## src/sv/cnhp_pkg.sv

```systemverilog
// cnhp_pkg: shared types, codes and character tables for the newc header parser.
// Used by cnhp_parser, cnhp_queue and cpio_newc_header_parser. No dependencies.
package cnhp_pkg;

  // Default limit on the name length field (name plus its NUL)
  localparam int unsigned MaxNameLenDef = 4096;

  // Result queue between the parser and the output port
  localparam int unsigned QueueDepth = 2;
  localparam int unsigned QueuePtrW  = $clog2(QueueDepth);
  localparam int unsigned QueueCntW  = $clog2(QueueDepth + 1);

  // Result kinds
  typedef enum logic [2:0] {
    KIND_HEADER  = 3'd0,
    KIND_NAME    = 3'd1,
    KIND_DATA    = 3'd2,
    KIND_TRAILER = 3'd3,
    KIND_ERROR   = 3'd4
  } kind_e;

  // Error codes
  typedef enum logic [3:0] {
    ERR_NONE      = 4'd0,
    ERR_MAGIC     = 4'd1,
    ERR_HEX_DIGIT = 4'd2,
    ERR_HEX_NUM   = 4'd3,
    ERR_NAME_LEN  = 4'd4,
    ERR_SHORT     = 4'd5,
    ERR_SPACE     = 4'd6,
    ERR_UNPRINT   = 4'd7,
    ERR_NO_NUL    = 4'd8,
    ERR_NAME_LONG = 4'd9
  } err_e;

  // One result beat
  typedef struct packed {
    kind_e       kind;
    logic [7:0]  out_byte;
    logic [31:0] file_size;
    err_e        error_code;
    logic        last_data;
  } res_t;

  // Hex digit decode result
  typedef struct packed {
    logic       valid;
    logic [3:0] digit;
  } hex_t;

  // Expected magic character "070701"; index wraps modulo 6
  function automatic logic [7:0] magic_char(input logic [2:0] idx);
    logic [7:0] ch;
    case (idx)
      3'd0, 3'd2, 3'd4, 3'd6: ch = 8'h30;  // '0'
      3'd1, 3'd3, 3'd7:       ch = 8'h37;  // '7'
      3'd5:                   ch = 8'h31;  // '1'
      default:                ch = 8'h30;
    endcase
    return ch;
  endfunction

  // Trailer name "TRAILER!!!"
  function automatic logic [7:0] trailer_char(input logic [3:0] idx);
    logic [7:0] ch;
    case (idx)
      4'd0:    ch = 8'h54;  // T
      4'd1:    ch = 8'h52;  // R
      4'd2:    ch = 8'h41;  // A
      4'd3:    ch = 8'h49;  // I
      4'd4:    ch = 8'h4C;  // L
      4'd5:    ch = 8'h45;  // E
      4'd6:    ch = 8'h52;  // R
      4'd7,
      4'd8,
      4'd9:    ch = 8'h21;  // !
      default: ch = 8'h00;
    endcase
    return ch;
  endfunction

  // ASCII hex digit, either case
  function automatic hex_t hex_decode(input logic [7:0] c);
    hex_t h;
    h = '0;
    if (c >= 8'h30 && c <= 8'h39) begin
      h.valid = 1'b1;
      h.digit = c[3:0];
    end else if ((c >= 8'h61 && c <= 8'h66) || (c >= 8'h41 && c <= 8'h46)) begin
      h.valid = 1'b1;
      h.digit = 4'(c[2:0] + 3'd1) + 4'd8;
    end
    return h;
  endfunction

endpackage

```

## src/sv/cnhp_parser.sv

```systemverilog
// cnhp_parser: front end. Takes one stream byte per beat, tracks the member
// layout and produces at most one result per byte. Depends on cnhp_pkg.
module cnhp_parser #(
  parameter int unsigned MAX_NAME_LEN = cnhp_pkg::MaxNameLenDef
) (
  input  logic          clk_i,
  input  logic          rst_ni,
  input  logic          byte_valid_i,
  input  logic [7:0]    byte_i,
  output logic          res_push_o,
  output cnhp_pkg::res_t res_o
);
  import cnhp_pkg::*;

  localparam int unsigned NameW = $clog2(MAX_NAME_LEN + 1);
  localparam logic [31:0] MaxLen32 = 32'(MAX_NAME_LEN);
  localparam logic [NameW-1:0] TrailerLen = NameW'(11);

  typedef enum logic [3:0] {
    PH_MAGIC, PH_HEX, PH_NAME, PH_NUL, PH_NPAD,
    PH_DATA, PH_DPAD, PH_DONE, PH_ERROR
  } phase_e;

  phase_e           phase_q, phase_d;
  logic [3:0]       field_q, field_d;
  logic [3:0]       digit_q, digit_d;
  logic [31:0]      hex_q, hex_d;
  logic             blank_q, blank_d;
  logic [31:0]      data_len_q, data_len_d;
  logic [NameW-1:0] name_len_q, name_len_d;
  logic [NameW-1:0] name_cnt_q, name_cnt_d;
  logic             trl_q, trl_d;
  logic [1:0]       pos_q, pos_d;
  logic [31:0]      remain_q, remain_d;

  hex_t        hx;
  logic [31:0] hex_new;
  logic [3:0]  digit_inc;

  assign hx        = hex_decode(byte_i);
  assign hex_new   = {hex_q[27:0], hx.digit};
  assign digit_inc = digit_q + 4'd1;

  // Next state and result for one byte
  always_comb begin
    phase_d    = phase_q;
    field_d    = field_q;
    digit_d    = digit_q;
    hex_d      = hex_q;
    blank_d    = blank_q;
    data_len_d = data_len_q;
    name_len_d = name_len_q;
    name_cnt_d = name_cnt_q;
    trl_d      = trl_q;
    pos_d      = pos_q;
    remain_d   = remain_q;
    res_push_o = 1'b0;
    res_o      = '0;

    if (byte_valid_i && phase_q != PH_DONE && phase_q != PH_ERROR) begin
      pos_d = pos_q + 2'd1;
      case (phase_q)
        PH_MAGIC: begin
          if (byte_i != magic_char(digit_q[2:0])) begin
            phase_d          = PH_ERROR;
            res_push_o       = 1'b1;
            res_o.kind       = KIND_ERROR;
            res_o.error_code = ERR_MAGIC;
          end else if (digit_inc >= 4'd6) begin
            phase_d = PH_HEX;
            field_d = '0;
            digit_d = '0;
            hex_d   = '0;
            blank_d = 1'b1;
          end else begin
            digit_d = digit_inc;
          end
        end

        PH_HEX: begin
          if (!hx.valid && byte_i != 8'h20) begin
            phase_d          = PH_ERROR;
            res_push_o       = 1'b1;
            res_o.kind       = KIND_ERROR;
            res_o.error_code = ERR_HEX_DIGIT;
          end else if (!hx.valid && !blank_q) begin
            // space after a digit
            phase_d          = PH_ERROR;
            res_push_o       = 1'b1;
            res_o.kind       = KIND_ERROR;
            res_o.error_code = ERR_HEX_NUM;
          end else begin
            hex_d   = hex_new;
            digit_d = digit_inc;
            if (hx.valid) blank_d = 1'b0;
            if (digit_inc >= 4'd8) begin
              if (blank_q && !hx.valid) begin
                // all-space field
                phase_d          = PH_ERROR;
                res_push_o       = 1'b1;
                res_o.kind       = KIND_ERROR;
                res_o.error_code = ERR_HEX_NUM;
              end else if (field_q == 4'd11 && hex_new < 32'd2) begin
                phase_d          = PH_ERROR;
                res_push_o       = 1'b1;
                res_o.kind       = KIND_ERROR;
                res_o.error_code = ERR_NAME_LEN;
              end else if (field_q == 4'd11 && hex_new > MaxLen32) begin
                phase_d          = PH_ERROR;
                res_push_o       = 1'b1;
                res_o.kind       = KIND_ERROR;
                res_o.error_code = ERR_NAME_LONG;
              end else begin
                if (field_q == 4'd6)  data_len_d = hex_new;
                if (field_q == 4'd11) name_len_d = hex_new[NameW-1:0];
                digit_d = '0;
                hex_d   = '0;
                blank_d = 1'b1;
                if (field_q >= 4'd12) begin
                  phase_d    = PH_NAME;
                  name_cnt_d = '0;
                  trl_d      = 1'b1;
                end else begin
                  field_d = field_q + 4'd1;
                end
              end
            end
          end
        end

        PH_NAME: begin
          if (byte_i == 8'h00) begin
            phase_d          = PH_ERROR;
            res_push_o       = 1'b1;
            res_o.kind       = KIND_ERROR;
            res_o.error_code = ERR_SHORT;
          end else if (byte_i == 8'h20 || (byte_i >= 8'd9 && byte_i <= 8'd13)) begin
            phase_d          = PH_ERROR;
            res_push_o       = 1'b1;
            res_o.kind       = KIND_ERROR;
            res_o.error_code = ERR_SPACE;
          end else if (byte_i < 8'd33 || byte_i > 8'd126) begin
            phase_d          = PH_ERROR;
            res_push_o       = 1'b1;
            res_o.kind       = KIND_ERROR;
            res_o.error_code = ERR_UNPRINT;
          end else begin
            if (name_cnt_q >= NameW'(10) ||
                trailer_char(name_cnt_q[3:0]) != byte_i) begin
              trl_d = 1'b0;
            end
            name_cnt_d = name_cnt_q + NameW'(1);
            if (name_cnt_d >= name_len_q - NameW'(1)) phase_d = PH_NUL;
            res_push_o     = 1'b1;
            res_o.kind     = KIND_NAME;
            res_o.out_byte = byte_i;
          end
        end

        PH_NUL, PH_NPAD: begin
          if (phase_q == PH_NUL && byte_i != 8'h00) begin
            phase_d          = PH_ERROR;
            res_push_o       = 1'b1;
            res_o.kind       = KIND_ERROR;
            res_o.error_code = ERR_NO_NUL;
          end else if (pos_d == 2'd0) begin
            // header complete at the 4-byte boundary
            res_push_o = 1'b1;
            if (trl_q && name_len_q == TrailerLen) begin
              phase_d    = PH_DONE;
              res_o.kind = KIND_TRAILER;
            end else begin
              remain_d        = data_len_q;
              phase_d         = (data_len_q != '0) ? PH_DATA : PH_MAGIC;
              digit_d         = '0;
              res_o.kind      = KIND_HEADER;
              res_o.file_size = data_len_q;
            end
          end else begin
            phase_d = PH_NPAD;
          end
        end

        PH_DATA: begin
          remain_d       = remain_q - 32'd1;
          res_push_o     = 1'b1;
          res_o.kind     = KIND_DATA;
          res_o.out_byte = byte_i;
          if (remain_d == '0) begin
            phase_d         = (pos_d != 2'd0) ? PH_DPAD : PH_MAGIC;
            digit_d         = '0;
            res_o.last_data = 1'b1;
          end
        end

        PH_DPAD: begin
          if (pos_d == 2'd0) begin
            phase_d = PH_MAGIC;
            digit_d = '0;
          end
        end

        default: begin
          phase_d = PH_ERROR;
        end
      endcase
    end
  end

  // State registers
  always_ff @(posedge clk_i or negedge rst_ni) begin
    if (!rst_ni) begin
      phase_q    <= PH_MAGIC;
      field_q    <= '0;
      digit_q    <= '0;
      hex_q      <= '0;
      blank_q    <= 1'b1;
      data_len_q <= '0;
      name_len_q <= '0;
      name_cnt_q <= '0;
      trl_q      <= 1'b1;
      pos_q      <= '0;
      remain_q   <= '0;
    end else begin
      phase_q    <= phase_d;
      field_q    <= field_d;
      digit_q    <= digit_d;
      hex_q      <= hex_d;
      blank_q    <= blank_d;
      data_len_q <= data_len_d;
      name_len_q <= name_len_d;
      name_cnt_q <= name_cnt_d;
      trl_q      <= trl_d;
      pos_q      <= pos_d;
      remain_q   <= remain_d;
    end
  end

endmodule

```

## src/sv/cnhp_queue.sv

```systemverilog
// cnhp_queue: back end. Short result queue that holds parser results and
// presents them on the output channel. Depends on cnhp_pkg.
module cnhp_queue (
  input  logic           clk_i,
  input  logic           rst_ni,
  input  logic           push_i,
  input  cnhp_pkg::res_t push_data_i,
  output logic           full_o,
  output logic           out_valid_o,
  input  logic           out_ready_i,
  output cnhp_pkg::res_t out_data_o
);
  import cnhp_pkg::*;

  res_t                 mem_q [QueueDepth];
  logic [QueuePtrW-1:0] wr_q, rd_q;
  logic [QueueCntW-1:0] cnt_q;
  logic                 pop;

  assign full_o      = (cnt_q == QueueCntW'(QueueDepth));
  assign out_valid_o = (cnt_q != '0);
  assign out_data_o  = mem_q[rd_q];
  assign pop         = out_valid_o && out_ready_i;

  // Storage
  always_ff @(posedge clk_i) begin
    if (push_i) mem_q[wr_q] <= push_data_i;
  end

  // Pointers and fill count
  always_ff @(posedge clk_i or negedge rst_ni) begin
    if (!rst_ni) begin
      wr_q  <= '0;
      rd_q  <= '0;
      cnt_q <= '0;
    end else begin
      if (push_i) wr_q <= wr_q + QueuePtrW'(1);
      if (pop)    rd_q <= rd_q + QueuePtrW'(1);
      if (push_i && !pop)      cnt_q <= cnt_q + QueueCntW'(1);
      else if (pop && !push_i) cnt_q <= cnt_q - QueueCntW'(1);
    end
  end

endmodule

```

## src/sv/cpio_newc_header_parser.sv

```systemverilog
// cpio_newc_header_parser: top level of the newc archive header parser.
// Depends on cnhp_pkg, cnhp_parser and cnhp_queue.
//
// Usage:
//   Input channel (in_valid_i / in_ready_o / in_byte_i) carries the archive
//   stream, one byte per beat. Output channel (out_valid_o / out_ready_i)
//   carries results: header done with file size, name bytes, data bytes
//   (last_data_o on the final one), end trailer, or an error code.
//   Throughput: one byte per cycle while the receiver takes results.
//   The parser decodes each byte in the cycle it is accepted and writes at
//   most one result into a two-entry queue; the queue read side drives the
//   output ports, so each result is registered before it is presented.
//   When the receiver stalls, bytes are still taken until the queue is
//   full; in_ready_o then drops until a result is taken.
//   Padding and header digits give no result. After the trailer or an
//   error, bytes are accepted and dropped until reset.
//   Reset (rst_ni low, asynchronous) empties the queue and returns the
//   parser to waiting for the magic at stream position zero.
module cpio_newc_header_parser #(
  parameter int unsigned MAX_NAME_LEN = cnhp_pkg::MaxNameLenDef
) (
  input  logic                clk_i,
  input  logic                rst_ni,
  input  logic                in_valid_i,
  output logic                in_ready_o,
  input  logic [7:0]          in_byte_i,
  output logic                out_valid_o,
  input  logic                out_ready_i,
  output cnhp_pkg::kind_e     kind_o,
  output logic [7:0]          out_byte_o,
  output logic [31:0]         file_size_o,
  output cnhp_pkg::err_e      error_code_o,
  output logic                last_data_o
);
  import cnhp_pkg::*;

  logic full, in_beat, push;
  res_t res, out_res;

  assign in_ready_o = !full;
  assign in_beat    = in_valid_i && in_ready_o;

  // Front end: byte decode
  cnhp_parser #(
    .MAX_NAME_LEN(MAX_NAME_LEN)
  ) u_parser (
    .clk_i        (clk_i),
    .rst_ni       (rst_ni),
    .byte_valid_i (in_beat),
    .byte_i       (in_byte_i),
    .res_push_o   (push),
    .res_o        (res)
  );

  // Back end: result queue and output channel
  cnhp_queue u_queue (
    .clk_i       (clk_i),
    .rst_ni      (rst_ni),
    .push_i      (push),
    .push_data_i (res),
    .full_o      (full),
    .out_valid_o (out_valid_o),
    .out_ready_i (out_ready_i),
    .out_data_o  (out_res)
  );

  assign kind_o       = out_res.kind;
  assign out_byte_o   = out_res.out_byte;
  assign file_size_o  = out_res.file_size;
  assign error_code_o = out_res.error_code;
  assign last_data_o  = out_res.last_data;

  // Only error beats carry an error code
  a_code_only_on_error: assert property (@(posedge clk_i) disable iff (!rst_ni)
    (out_valid_o && kind_o != KIND_ERROR) |-> error_code_o == ERR_NONE)
    else $error("error code on a non-error beat");

  // last_data only marks data beats
  a_last_on_data: assert property (@(posedge clk_i) disable iff (!rst_ni)
    (out_valid_o && last_data_o) |-> kind_o == KIND_DATA)
    else $error("last_data on a non-data beat");

  // Nothing follows an error beat
  a_error_final: assert property (@(posedge clk_i) disable iff (!rst_ni)
    (out_valid_o && out_ready_i && kind_o == KIND_ERROR) |=> !out_valid_o)
    else $error("result after an error beat");

  // Backpressure only with results waiting
  a_stall_has_data: assert property (@(posedge clk_i) disable iff (!rst_ni)
    !in_ready_o |-> out_valid_o)
    else $error("input stalled with empty queue");

endmodule

```

## config.mk

```make
export PLATFORM = sky130hd
export DESIGN_NAME = cpio_newc_header_parser
export DESIGN_NICKNAME = d
export VERILOG_FILES = /design/src/sv/cnhp_pkg.sv /design/src/sv/cnhp_parser.sv /design/src/sv/cnhp_queue.sv /design/src/sv/cpio_newc_header_parser.sv
export SDC_FILE = /design/constraint.sdc
export NUM_CORES = 1
export LEC_CHECK = 0
export ABC_CLOCK_PERIOD_IN_PS = 4900
export BUFFER_PORTS_ARGS = -buffer_cell sky130_fd_sc_hd__buf_4
export CAP_MARGIN = 20
export CORE_MARGIN = 2
export CORE_UTILIZATION = 56
export CTS_CLUSTER_DIAMETER = 30
export DETAILED_ROUTE_END_ITERATION = 7
export GPL_ROUTABILITY_DRIVEN = 0
export PLACE_DENSITY = 0.81
export SLEW_MARGIN = 40
export SYNTH_ARGS = -nofsm -noshare
export SYNTH_HDL_FRONTEND = slang
export SYNTH_SLANG_ARGS = --single-unit
```

## constraint.sdc

```tcl
create_clock -name clk_i -period 4.9 [get_ports clk_i]
set_input_delay 0.735 -clock clk_i [delete_from_list [all_inputs] [get_ports clk_i]]
set_output_delay 0.735 -clock clk_i [all_outputs]
set_load 0.1 [all_outputs]
```

# == Word level (Yosys, flattened, before mapping) ==
# Memory sizes are Yosys's and may differ from the RTL's.
# Cells that the tools add are included.
# classes
add_sub_neg,12
n_lt_le_gt_ge,17
n_eq_ne,39
muxes,151
bitwise_logic,5
n_reduce_logical,50
# ops
cell,count
2-to-1 mux 28 bit,8
2-to-1 mux 32 bit,7
2-to-1 mux 4 bit,48
2-to-1 mux 13 bit,10
2-to-1 mux 8 bit,10
one-hot mux 32 bit (2 select lines),1
one-hot mux 28 bit (2 select lines),1
2-to-1 mux 48 bit,1
2-to-1 mux 3 bit,15
2-to-1 mux 1 bit,35
"greater-than comparator 32 x 13 -> 1 bit, second input constant",1
zero test 32 bit,1
"less-than comparator 32 x 2 -> 1 bit, second input constant",1
nonzero test 32 bit,1
"subtractor 32 x 1 -> 32 bit, second input constant",1
one-hot mux 13 bit (2 select lines),1
"inequality test 2 bit, second input constant",12
one-hot mux 4 bit (6 select lines),1
one-hot mux 4 bit (5 select lines),1
AND reduction 9 bit,2
logical AND 1 bit,17
"equality test 4 x 3 -> 1 bit, second input constant",4
">= comparator 8 x 7 -> 1 bit, second input constant",2
"<= comparator 8 x 7 -> 1 bit, second input constant",2
58 further kinds,91
# word_totals
register_bits,138
mem_bits_rw,96
rom_bits,136
inputBits,12
out_inout_bits,50
n_memories,3
# memory_table
name,words,word_bits,rd,rd_ports_with_merged_regs,wr,line,rtl
(no name shown),16,7,1,0,0,cnhp_pkg.sv:66,case (idx)
u_queue.mem_q,2,48,1,0,1,cnhp_queue.sv:15,res_t mem_q [QueueDepth];
(no name shown),8,3,1,0,0,cnhp_pkg.sv:54,case (idx)

# == Logic depth before layout (Yosys ltp) ==
# depth
depth_word,19
depth_mapped,14
ltp_nobuf,14

# == Cells and area by module ==
# From an unflattened synthesis, not the netlist that was laid out.
# hier_totals
cells_unflattened,1138
hier_area_um2,12585.8
# modules_own_cells
mod,instances,cells_per_inst,area_each_um2,seq_area_each_um2
cnhp_parser,1,971,8877.3,3355.7
cnhp_queue,1,165,3698.5,2982.9
cpio_newc_header_parser,1,2,10.0,0.0

# == Worst setup path before layout ==
# No wires, ideal clock.
# synth_path
kind,input port to flip-flop
start,in in_byte_i[1]
end,mem u_queue.mem_q[0][0] (netlist name) (enable)
setup_time_ns,0.454
arrival_time_ns,4.593
required_time_ns,4.446
path_slack_ns,-0.146
path_stages,10
cell_sequence,inv_1 -> ha_1 -> or3b_1 -> nand3_1 -> a21oi_1 -> a221o_1 -> a31oi_4 -> o211a_1 -> o31ai_2 -> nor2_1
# synth_between
elab_chain_cells,17
# synth_lines
item,line,rtl
from (decl),cpio_newc_header_parser.sv:26,"input logic [7:0] in_byte_i,"
"parallel branches: the longest is 13 deep, another holds greater-than comparator 32 x 13 -> 1 bit",n/a,
one-hot mux 1 bit (4 select lines) *,cnhp_parser.sv:62,case (phase_q)
2-to-1 mux 1 bit *,cnhp_parser.sv:60,if (byte_valid_i && phase_q != PH_DONE && phase_q != PH_ERROR) begin
2-to-1 mux 1 bit *,cnhp_queue.sv:27,if (push_i) mem_q[wr_q] <= push_data_i;
2-to-1 mux 1 bit (not written as such) *,cnhp_queue.sv:27,
to (decl),cnhp_queue.sv:15,
# Every way passes the cells marked *.

# == Worst setup path in the final report ==
# layout_path
start,reg u_parser.phase_q[1]
end,mem u_queue.mem_q[0][34] (netlist name) (enable)
# layout_between
elab_chain_cells,7
# layout_lines
item,line,rtl
from (decl),cnhp_parser.sv:24,"phase_e phase_q, phase_d;"
from (signal assigned),cnhp_parser.sv:225,phase_q <= phase_d;
equality test 4 x 2 -> 1 bit,"cnhp_parser.sv:62, cnhp_parser.sv:161",
logical AND 1 bit,cnhp_parser.sv:161,if (phase_q == PH_NUL && byte_i != 8'h00) begin
2-to-1 mux 1 bit,cnhp_parser.sv:161,
one-hot mux 1 bit (4 select lines),cnhp_parser.sv:62,
2-to-1 mux 1 bit *,cnhp_parser.sv:60,
2-to-1 mux 1 bit *,cnhp_queue.sv:27,
2-to-1 mux 1 bit (not written as such) *,cnhp_queue.sv:27,
# Mark *: on every way between the ends. The rest lies on a longest branch, timed or not.

==> flow_summary.yaml <==
floorplanning:
  die-height_um: 153
  dieArea_sq_um: 23400
  rows: 54
  core_area_sq_um: 21800
  start_util: 0.570
  fp.dieW_um: 153
  io_pins: 62
drt:
  drc: 0
  num_vias: 9457
  antenna_left: 0
  drt_iter0_markers: 1060
  wl_per_cell_um: 19.6
  dr.pass1.iters: 5
  viasPerCell: 6.30
  drt_wl_total_um: 29500
run:
  cap_violations: 0
setup_path:
  rrSetupSlack_ns: 1.07
  r2r_cells: 9
  r2r_end: "u_queue.mem_q[0][34]"
  crit_family: "simple AND/OR/NAND/NOR gates"
  crit_required_ns: 5.06
  start_kind: "register"
  cp_cell_sequence: "or3b_1 > a21oi_1 > a21oi_1 > a2111oi_4 > nand2_1 > nand2_1 > o31ai_2 > nor2_4 > buf_4"
  path_buf_inv: 1
  critPathArrivalTime_ns: 4.00
  slowest_delay_ns: 0.57
  path_max_fanout: 29
  worstReg2RegStart: "u_parser.phase_q[1]"
  slowest_stage: "dfrtp_1"
  worstSetupEndpointType: "register"
  criticalPathCategory: "register to register"
final_layout:
  drive_above_1_share: 0.205
  fin_area_sq_um: 14600
  areaGrowthSynthToFinish_pct: 17.5
  fill_cells: 1552
  fin_cells: 1502
  finalNetCount: 1231
clocking:
  cts_buffer_depth: 3
  cts_tree: "yes"
  clk_latency_ns: 0.53
  cts_root_buf: "clkbuf_16"
  postCtsHoldBufs: 0
  htree_levels: 2
  cts_num_sinks: 234
  ctsResizeCount: 0
  cts_setup_buffers: 0
  path_clk_slew_ns: 0.05
  cts_made_buffers: 42
sta:
  hold_viol_final: 0
  tns_ns: 0
  period_share: 0.782
  min_period_ns: 3.83
  fmax_mhz: 261
  worst_slew_pin_slew_ns: 0.764
  rsz0062_at_grt: "no"
  fin_skew_ns: 0.0259
  maxSlewViolCount: 0
  setup_viol: 0
  slew_headroom: 0.491
yosys:
  synthArstFlopShare: 0.590
  synth-seq-cells: 234
  synth_cells: 1123
  synth_fp_nets: 1167
  yosysUniqueCellTypes: 98
  yosysWarnings: 0
  synth.avg_cell_area_sq_um: 11.0
  ys.flop_type: "dfrtp_1"
  syn_area_sq_um: 12400
  ys_seq_area_frac: 0.511
  synth-edff-count: 96
power:
  p_total_w: 0.00756
  power-per-cell-area_nw_per_um2: 519
  vdd_drop_max_uv: 370
  p_leak_nw: 5.95
place:
  placed_cell_area_sq_um: 13100
  io_buffers: 61
  dp_hpwl_um: 19500
  placedCellCount: 1423
min_path:
  hold_class: "primary input to async pin"
global_routing:
  grt_usage: 0.251
  grt_pass1_vias: 9204
  globalRoute.totalOverflow: 0
  grt_pass1_wl_um: 48100
  antenna_found_initial: 0
  grt_max_degree: 60
run_status:
  status: "completed"
## sequential cells by signal (all words and copies together) (netlist names)
register	flops
u_queue.rd_q	1
u_parser.field_q	4
u_queue.wr_q	1
u_parser.blank_q	1
u_parser.name_len_q	13
u_parser.data_len_q	32
u_parser.digit_q	4
u_queue.mem_q	96
u_parser.phase_q	4
u_parser.hex_q	28
u_queue.cnt_q	2
u_parser.trl_q	1
u_parser.name_cnt_q	13
u_parser.remain_q	32
u_parser.pos_q	2
## placed cells by master (no fill, tap or decap), drive strengths merged, types with 12 or more instances in the layout
cell / count
a21oi: 65
a22o: 25
and2: 44
buf: 74
clkbuf: 48
dfrtp: 136
edfxtp: 96
ha: 32
inv: 32
mux2: 97
mux2i: 12
nand2: 85
nand2b: 13
nand3: 25
nand4: 18
nor2: 84
nor3: 36
nor4: 28
o21ai: 66
or3: 12
xnor2: 28
xor2: 15
## where the power goes
group,leakage (nW),internal (W),total (W),switching (W)
Clock,0.717,0.00195,0.00302,0.00107
Sequential,2.72,0.00217,0.00246,0.000291
Combinational,2.52,0.000593,0.00208,0.00149
Total,5.95,0.00472,0.00756,0.00284
## worst max path at each step
stage                   startpoint                   end  slack [ns]  cells past startpoint
2_1_floorplan         in_byte_i[1]   u_queue.mem_q[0][0]        0.66                     10
3_5_place_dp          in_byte_i[1]  u_queue.mem_q[0][34]        0.59                     12
6_report       u_parser.phase_q[1]  u_queue.mem_q[0][34]        1.07                      9
5_1_grt        u_parser.phase_q[2]  u_queue.mem_q[0][34]        0.79                      9
3_3_place_gp          in_byte_i[1]  u_queue.mem_q[1][34]        0.61                     12
4_1_cts        u_parser.phase_q[1]  u_queue.mem_q[0][34]        1.10                      9
## final cells by class
class	instances	area, sq um	area share
clock inverters	30	362	0.0248
inverters	19	71.3	0.00489
well taps	280	350	0.0240
multi-input cells	816	5760	0.395
repair buffers	74	559	0.0384
clock buffers	48	1120	0.0772
diodes	1	2.50	0.000172
flip-flops and latches	234	6340	0.435
## synthesized netlist by cell type, types with 4 or more instances
cell type  count  area [sq um]
nand2_1       83           312
o22a_1         4          35.0
xnor2_1       28           245
buf_1         10          37.5
and2_1        41           257
a21oi_1       64           320
inv_1         16          60.1
a22oi_1        5          37.5
nand4_1       16           100
edfxtp_1      96          2880
nand3_1       25           125
a211o_1        4          35.0
nand2b_1      12          75.1
o22ai_1       10          62.6
o21ai_1       40           200
or3_1         11          68.8
a31oi_1        9          56.3
mux2_1        43           484
xor2_1        15           131
mux2i_1       12           120
or4_1          6          45.0
nor3_1        33           165
a22o_1        25           219
mux2_2        52           586
nor4_1        25           156
nor2b_1        4          25.0
clkbuf_1      34           128
nor2_1        82           308
o31ai_1       10          75.1
or2_1          4          25.0
o21ai_0       25           125
dfrtp_1      136          3400
and3_1        10          62.6
buf_2          5          25.0
ha_1          32           400
a21o_1         4          30.0
nor3b_1        4          30.0
## through the flow
| stage | util | setup slack (ns) | hold slack [ns] |
|---|---|---|---|
| 4_1_cts | 0.670 | 1.10 | 0.182 |
| 3_5_place_dp | 0.601 | 0.592 | 0.487 |
| 2_1_floorplan | - | 0.657 | 0.439 |
| 5_1_grt | 0.670 | 0.787 | 0.193 |
| 6_report | 0.670 | 1.07 | 0.160 |
| 3_3_place_gp | 0.601 | 0.605 | 0.466 |
## per-layer routing
layer | vias up | wire [um] | track usage
li1 | 4320 | - | -
met1 | 4664 | 12900 | 0.360
met2 | 404 | 13700 | 0.393
met3 | 69 | 2130 | 0.0414
met4 | 0 | 733 | 0.0860
met5 | - | 0 | 0
## kinds of logic after synthesis
kind of cell	count (synthesis)	synth area share
xor gates and xnor gates	43	0.0304
adders and majority gates	32	0.0323
buffers and inverters	73	0.0258
and+or+nand+nor	393	0.173
AOI/OAI and AO/OA	239	0.129
DFF	234	0.511
muxes	109	0.0984
(Power assumes the default switching activity.)
